==> config.mk <==
export PLATFORM = sky130hd
export DESIGN_NAME = sbsl_divider
export DESIGN_NICKNAME = d
export VERILOG_FILES = /design/src/rtl/sbsl_pkg.sv /design/src/rtl/sbsl_divider.sv
export SDC_FILE = /design/constraint.sdc
export NUM_CORES = 1
export LEC_CHECK = 0
export BUFFER_PORTS_ARGS = -buffer_cell sky130_fd_sc_hd__clkbuf_2
export CORE_UTILIZATION = 42
export CTS_CLUSTER_SIZE = 20
export DETAILED_ROUTE_END_ITERATION = 10
export SYNTH_ARGS = -nofsm -noshare
export SYNTH_HDL_FRONTEND = slang
export SYNTH_SLANG_ARGS = --single-unit
==> constraint.sdc <==
create_clock -name clock -period 3.9 [get_ports clock]
set_input_delay 0 -clock clock [delete_from_list [all_inputs] [get_ports clock]]
set_output_delay 0 -clock clock [all_outputs]
set_load 0.01 [all_outputs]
==> src/rtl/sbsl_pkg.sv <==
// ---------------------------------------------------------------------------
// Source block symbol locator package
// Field widths, register indexes, sequencer states and divider structs.
// ---------------------------------------------------------------------------
package sbsl_pkg;

   // Field widths
   localparam int LEN_W   = 48;
   localparam int ESZ_W   = 16;
   localparam int BMAX_W  = 32;
   localparam int SBN_W   = 16;
   localparam int ESI_W   = 16;
   localparam int CSR_W   = 48;
   localparam int CSR_IDX_W = 2;

   // Divider width and step counter width
   localparam int DIV_W   = 48;
   localparam int DIV_CNT_W = $clog2(DIV_W + 1);

   // Register indexes
   localparam logic [CSR_IDX_W-1:0] CSR_TRANSFER_BYTES    = 2'd0;
   localparam logic [CSR_IDX_W-1:0] CSR_SYMBOL_BYTES      = 2'd1;
   localparam logic [CSR_IDX_W-1:0] CSR_MAX_BLOCK_SYMBOLS = 2'd2;

   // Register reset values
   localparam logic [LEN_W-1:0]  TRANSFER_BYTES_RST    = 48'd0;
   localparam logic [ESZ_W-1:0]  SYMBOL_BYTES_RST      = 16'd1024;
   localparam logic [BMAX_W-1:0] MAX_BLOCK_SYMBOLS_RST = 32'd64;

   // Partition sequencer states
   typedef enum logic [2:0] {
      SEQ_IDLE,
      SEQ_START,
      SEQ_DIV_T,
      SEQ_START_N,
      SEQ_DIV_N,
      SEQ_START_B,
      SEQ_DIV_B
   } seq_state_type;

   // Divider request and response
   typedef struct packed {
      logic             start;
      logic [DIV_W-1:0] dividend;
      logic [DIV_W-1:0] divisor;
   } div_req_type;

   typedef struct packed {
      logic             busy;
      logic             done;
      logic [DIV_W-1:0] quotient;
      logic [DIV_W-1:0] remainder;
   } div_rsp_type;

endpackage

==> src/rtl/sbsl_divider.sv <==
// ---------------------------------------------------------------------------
// Iterative unsigned divider
// Restoring division, one quotient bit per cycle; done pulses for one cycle.
// ---------------------------------------------------------------------------
module sbsl_divider import sbsl_pkg::*; (
   input  logic        clock,
   input  logic        reset,
   input  div_req_type div_req,
   output div_rsp_type div_rsp
);

   logic [DIV_W-1:0]     rem_ff, rem_in;
   logic [DIV_W-1:0]     quo_ff, quo_in;
   logic [DIV_W-1:0]     dsr_ff, dsr_in;
   logic [DIV_CNT_W-1:0] count_ff, count_in;
   logic                 busy_ff, busy_in;
   logic                 done_ff, done_in;
   logic [DIV_W:0]       shifted;
   logic [DIV_W:0]       trial;

   // Shift in the next dividend bit and try the subtraction
   assign shifted = {rem_ff, quo_ff[DIV_W-1]};
   assign trial   = shifted - {1'b0, dsr_ff};

   // Load on start, step while busy
   always_comb begin
      rem_in   = rem_ff;
      quo_in   = quo_ff;
      dsr_in   = dsr_ff;
      count_in = count_ff;
      busy_in  = busy_ff;
      done_in  = 1'b0;
      if (div_req.start) begin
         rem_in   = '0;
         quo_in   = div_req.dividend;
         dsr_in   = div_req.divisor;
         count_in = DIV_CNT_W'(DIV_W);
         busy_in  = 1'b1;
      end else if (busy_ff) begin
         if (!trial[DIV_W]) begin
            rem_in = trial[DIV_W-1:0];
         end else begin
            rem_in = shifted[DIV_W-1:0];
         end
         quo_in   = {quo_ff[DIV_W-2:0], ~trial[DIV_W]};
         count_in = count_ff - 1'b1;
         if (count_ff == DIV_CNT_W'(1)) begin
            busy_in = 1'b0;
            done_in = 1'b1;
         end
      end
   end

   always_ff @(posedge clock) begin
      if (reset) begin
         busy_ff  <= 1'b0;
         done_ff  <= 1'b0;
         count_ff <= '0;
      end else begin
         busy_ff  <= busy_in;
         done_ff  <= done_in;
         count_ff <= count_in;
      end
   end

   always_ff @(posedge clock) begin
      rem_ff <= rem_in;
      quo_ff <= quo_in;
      dsr_ff <= dsr_in;
   end

   assign div_rsp.busy      = busy_ff;
   assign div_rsp.done      = done_ff;
   assign div_rsp.quotient  = quo_ff;
   assign div_rsp.remainder = rem_ff;

endmodule

==> flow_metrics.env, run 1 <==
export IMPL_outcome="finished, final reports clean"
export IMPL_power_per_cell_area_mw_per_mm2=400
export IMPL_antenna_found_initial=0
export IMPL_synth_top_cell_by_area="edfxtp_1"
export IMPL_cts_buffer_depth=2
export IMPL_cp_data_required_time_ns=4.18
export IMPL_ys_seq_area_frac=0.456
export IMPL_gr_total_overflow=0
export IMPL_track_usage=0.220
export IMPL_clock_sinks=152
export IMPL_preCtsSetupSlack_ns=0.452
export IMPL_switching_power_w=0.00135
export IMPL_power_leakage_nw=4.96
export IMPL_num_vias=7363
export IMPL_rsz0062_at_grt="false"
export IMPL_min_period_ns=3.43
export IMPL_htreeDepth=4
export IMPL_start_kind="register"
export IMPL_async_reset_ff_frac=0
export IMPL_grt_max_degree=53
export IMPL_synth_top_area_share=0.328
export IMPL_drt_pass1_iter_count=5
export IMPL_hpwl_um=16000
export IMPL_numCtsBuffers=17
export IMPL_crit_arrival_ns=3.71
export IMPL_yosysWarnings=0
export IMPL_peakVddDrop_v=0.000250
export IMPL_syn_to_final_growth_pct=31.4
export IMPL_crit_path_max_fanout=41
export IMPL_dpl_cell_count=1285
export IMPL_drt_initial_drc_count=414
export IMPL_p_clk_frac=0.375
export IMPL_syn_nets=1010
export IMPL_worst_slack_ns=0.466
export IMPL_finalNetCount=1281
export IMPL_drcViolationCount=0
export IMPL_worstSetupPathType="register to register"
export IMPL_drt_wirelength_per_cell_um=16.3
export IMPL_synthTopCellsByArea="edfxtp_1 (33%), dfxtp_1 (13%), ha_1 (7.1%)"
export IMPL_ys_ff_latch=152
export IMPL_root_buffer="clkbuf_16"
export IMPL_p_int_w=0.00326
export IMPL_finalNonFillerCells=1414
export IMPL_synth_most_common_cell="edfxtp_1"
export IMPL_syn_avg_cell_area_um2=10.2
export IMPL_num_rows=52
export IMPL_slew_headroom=0.450
export IMPL_wl_um=23100
export IMPL_io_pins=197
export IMPL_synthFlopType="edfxtp_1"
export IMPL_vias_per_cell=5.21
export IMPL_rrSetupSlack_ns=0.47
export IMPL_worst_clock_skew_ns=0.0153
export IMPL_grt_first_pass_wirelength_um=37400
export IMPL_total_power_w=0.00461
export IMPL_hold_path_class="primary input to register"
export IMPL_synth_area_mm2=0.00878
export IMPL_fin_setup_tns_ns=0
export IMPL_tritoncts="done"
export IMPL_antenna_cells=0
export IMPL_setup_violations=0
export IMPL_drive_gt1_frac=0.256
export IMPL_power_frac_seq=0.422
export IMPL_swShare=0.293
export IMPL_synth_edf_count=96
export IMPL_combPwrFrac=0.203
export IMPL_worst_slew_pin_slew_ns=0.824
export IMPL_dieWidth_um=147
export IMPL_core_mm2=0.0204
export IMPL_synthTopCellsByCount="edfxtp_1 (96), inv_1 (65), nor2_1 (63)"
export IMPL_endpoint_kind="register"
export IMPL_grt_pass1_vias=7319
export IMPL_place_congestion=0.864
export IMPL_maxCapViolCount=0
export IMPL_die_area_mm2=0.0215
export IMPL_ys_types=58
export IMPL_clkTransAtPathRegs_ns=0.07
export IMPL_drv_slew=0
export IMPL_fmax_ghz=0.291
export IMPL_hold_violations=0
export IMPL_cts_resized=0
export IMPL_syn_inst=860
export IMPL_die_h_um=147
export IMPL_worstSkewPairLatency_ns=0.43
export IMPL_ant_nets=0
export IMPL_start_util=0.431
export IMPL_fin_crit_sh=0.881
export IMPL_port_buffers=196
-- state kept, by name (all words and copies together) (netlist names) --
name,cells
count_ff,6
done_ff,1
quo_ff,48
rem_ff,48
dsr_ff,48
busy_ff,1
-- cell usage in the layout, fill, tap and decap left out, types with 3 or more instances in the layout --
master,Yosys,routed
dfxtp_1,56,55
a21o_1,21,21
nand2_1,59,59
and3_1,5,5
nor2b_1,3,3
dlygate4sd3_1,0,97
o21a_1,4,4
clkbuf_16,0,17
buf_4,3,9
mux2_2,48,48
nor2_1,63,63
clkbuf_2,1,195
mux2i_1,42,42
a21oi_1,59,59
xnor2_1,29,29
nand2b_1,7,7
o211ai_1,9,9
nor3_1,18,18
nand3_1,8,8
xor2_1,19,19
or3_1,7,7
o221ai_1,3,3
a31oi_1,11,11
a211oi_1,29,29
nor4_1,5,5
o31ai_1,3,3
inv_1,65,64
edfxtp_1,96,96
inv_6,0,6
inv_8,0,3
ha_1,50,50
nand4_1,12,12
o21ai_0,39,39
o21bai_1,9,9
-- worst paths after layout --
path,from,endpoint,cells after the start
setup / recovery,quo_ff[47],rem_ff[3],14
hold / removal,div_req[96],dsr_ff[37],1
setup reg to reg,quo_ff[47],rem_ff[3],14
hold reg to reg,rem_ff[31],rem_ff[31],2
-- repair_timing --
| item | 4_1_cts | 5_1_grt |
|---|---|---|
| hold buffers | 97 | 0 |
| setup buffers | 0 | 0 |
| endpoints found under the hold margin | 104 | 0 |
| setup endpoints to repair | 0 | 0 |
-- per-layer routing --
layer	share of wire	global-route usage
met1	0.46	0.289
met2	0.46	0.361
met3	0.062	0.0559
met4	0.010	0.0536
met5	0	0
-- per-stage QoR --
| step | util | cell area (um2) | hold WS, ns |
|---|---|---|---|
| after floorplan | - | 8780 | 0.0989 |
| after global placement | 0.489 | 9950 | 0.178 |
| after detailed placement | 0.489 | 9950 | 0.179 |
| after CTS | 0.566 | 11500 | 0.127 |
| after global routing | 0.566 | 11500 | 0.151 |
| final | 0.566 | 11500 | 0.128 |
-- critical path, stage by stage (launching register included) --
cell and delay (ns):
edfxtp_1 0.35, inv_1 0.07, ha_1 0.21, fa_1 0.40, nand2b_1 0.18, a21o_1 0.20
a211oi_2 0.23, nor3_2 0.12, o31ai_4 0.24, a31oi_1 0.22, a21oi_4 0.22, xor2_4 0.19
buf_12 0.28, mux2i_1 0.23, a211oi_1 0.09
-- power groups by stage --
stage	combinational [W]	sequential (W)	clock, W
floorplan	0.000552	0.00199	0
global placement	0.000853	0.00198	0
CTS	0.000932	0.00194	0.00177
detailed placement	0.000854	0.00198	0
global route	0.00104	0.00196	0.00182
finish	0.000937	0.00194	0.00173
-- cell type report --
cell class / count / area, um2
multi-input combinational: 593 / 4300
sequential: 152 / 4010
fill: 1821 / 8830
tap: 270 / 338
clock buffer: 18 / 429
timing repair buffer: 302 / 2030
inverter: 65 / 244
clock inverter: 14 / 179
-- cell families (layout without fill, tap and decap cells) --
family / after synthesis / in the layout / synth area share
DFF: 152 / 152 / 0.456
buffers and inverters: 115 / 399 / 0.0539
muxes: 90 / 90 / 0.109
adders and majority gates: 51 / 51 / 0.0735
xor gates and xnor gates: 49 / 49 / 0.0510
AOI/OAI and AO/OA: 207 / 207 / 0.154
and+or+nand+nor: 196 / 196 / 0.102
Note: power is estimated with default switching activity, not from simulation.
==> inputs of run 2 (changes only) <==
- CORE_UTILIZATION: 42 -> 55
- PLACE_DENSITY: unset -> 0.81
==> flow_metrics.env, run 2 (same netlist as run 1, synthesis figures left out) <==
export IMPL_placed_cell_area_mm2=0.00986
export IMPL_ant_nets=0
export IMPL_die_h_um=128
export IMPL_syn_to_final_growth_pct=29.5
export IMPL_endpoint_kind="register"
export IMPL_die_area_mm2=0.0165
export IMPL_cp_num_buf_inv=2
export IMPL_grt_max_degree=107
export IMPL_htreeDepth=4
export IMPL_numCtsBuffers=17
export IMPL_antenna_found_initial=0
export IMPL_worstSkewPairLatency_ns=0.44
export IMPL_setup_violations=0
export IMPL_cts_buffer_depth=2
export IMPL_drt_wirelength_per_cell_um=17.1
export IMPL_drcViolationCount=0
export IMPL_worst_clock_skew_ns=0.0131
export IMPL_num_vias=7457
export IMPL_hold_violations=0
export IMPL_layout_cells_most_common="clkbuf_2"
export IMPL_fin_crit_sh=0.903
export IMPL_crit_family="compound AO/OA/AOI/OAI gates"
export IMPL_drt_pass1_iter_count=7
export IMPL_drv_slew=0
export IMPL_power_leakage_nw=4.91
export IMPL_vias_per_cell=5.52
export IMPL_reg_top3="dsr_ff x48, quo_ff x48, rem_ff x48"
export IMPL_stdcell_area_mm2=0.0114
export IMPL_dieWidth_um=128
export IMPL_drt_initial_drc_count=590
export IMPL_rsz0062_at_grt="false"
export IMPL_io_pins=197
export IMPL_cts_resized=0
export IMPL_hold_path_class="primary input to register"
export IMPL_start_util=0.571
export IMPL_utilization=0.740
export IMPL_preCtsSetupSlack_ns=0.387
export IMPL_root_buffer="clkbuf_16"
export IMPL_fin_setup_tns_ns=0
export IMPL_track_usage=0.287
export IMPL_cp_data_required_time_ns=4.17
export IMPL_slew_headroom=0.326
export IMPL_grt_first_pass_wirelength_um=36500
export IMPL_peakVddDrop_v=0.000383
export IMPL_crit_path_max_fanout=38
export IMPL_layout_common_cells="clkbuf_2 (195), dlygate4sd3_1 (97), edfxtp_1 (96)"
export IMPL_place_congestion=0.909
export IMPL_worst_slack_ns=0.379
export IMPL_maxCapViolCount=0
export IMPL_hpwl_um=15500
export IMPL_num_rows=45
export IMPL_worst_slew_pin_slew_ns=1.01
export IMPL_whs_ns=0.0293
export IMPL_critical_path_max_stage_delay_ns=0.40
export IMPL_antenna_cells=0
export IMPL_core_mm2=0.0154
export IMPL_gr_total_overflow=0
export IMPL_tritoncts="done"
export IMPL_slowest_stage="fa_1"
export IMPL_drive_gt1_frac=0.253
export IMPL_crit_arrival_ns=3.79
export IMPL_outcome="finished, final reports clean"
export IMPL_port_buffers=196
export IMPL_start_kind="register"
export IMPL_clock_sinks=152
export IMPL_grt_pass1_vias=7424
export IMPL_wl_um=23100
export IMPL_worstSetupPathType="register to register"
export IMPL_finalNetCount=1277
export IMPL_clkTransAtPathRegs_ns=0.07
export IMPL_power_per_cell_area_mw_per_mm2=390
export IMPL_worstPathCellList="inv_1 > ha_1 > fa_1 > nand2b_1 > a21o_1 > a211oi_2 > nor3_2 > o31ai_4 > a31oi_1 > a21oi_4 > xor2_4 > buf_12 > mux2i_1 > a211oi_1"
export IMPL_min_period_ns=3.52
export IMPL_fmax_ghz=0.284
run 2: cell types whose count changed in the layout (fill, tap and decap cells not counted), sizes merged:
cell | previous run | this run
clkinvlp | 1 | 3
clkbuf | 213 | 214
buf | 10 | 6
bufinv | 2 | 0
inv | 73 | 72
run 2: path summary, 6_finish.rpt:
check | from | end | slack, ns | cells past startpoint
setup reg to reg | quo_ff[47] | rem_ff[14] | 0.38 | 14
hold / removal | div_req[96] | dsr_ff[0] | 0.03 | 1
setup / recovery | quo_ff[47] | rem_ff[14] | 0.38 | 14
hold reg to reg | rem_ff[34] | rem_ff[34] | 0.50 | 2
run 2: worst register-to-register path: cells and delay by family, from the launching register on:
kind | cells | cell delay (ns)
AOI/OAI and AO/OA | 6 | 1.32
muxes | 1 | 0.24
and+or+nand+nor | 2 | 0.29
DFF | 1 | 0.35
adders and majority gates | 2 | 0.61
buffers and inverters | 2 | 0.34
xor gates and xnor gates | 1 | 0.20
run 2: area by class of cell:
class,instances,area [um2]
multi-input combinational,593,4300
sequential,152,4010
fill,1084,4000
timing repair buffer,298,2020
clock buffer,19,433
tap,211,264
inverter,65,244
clock inverter,13,108
run 2: metal layers:
layer | vias up | GRT usage | wire [um]
met3 | 34 | 0.0719 | 1670
met1 | 3476 | 0.351 | 9520
met2 | 289 | 0.500 | 11500
met5 | - | 0 | 0
met4 | 0 | 0.0900 | 389
li1 | 3658 | - | -
run 2: stage by stage:
step                instances  power, W
detailed placement       1222   0.00282
global placement         1222   0.00280
finish                   1351   0.00443
global route             1351   0.00463
floorplan                 860   0.00254
CTS                      1351   0.00443
run 2: where the power goes:
| group | switching (W) | internal, W | total, W | leakage [nW] |
|---|---|---|---|---|
| Clock | 0.000716 | 0.000828 | 0.00154 | 0.255 |
| Sequential | 0.0000950 | 0.00186 | 0.00195 | 1.41 |
| Combinational | 0.000510 | 0.000428 | 0.000938 | 3.24 |
| Total | 0.00132 | 0.00311 | 0.00443 | 4.91 |
run 2: timing repair:
item / 4_1_cts / 5_1_grt
hold endpoints to repair: 104 / 0
setup buffers: 0 / 0
hold buffers: 97 / 0
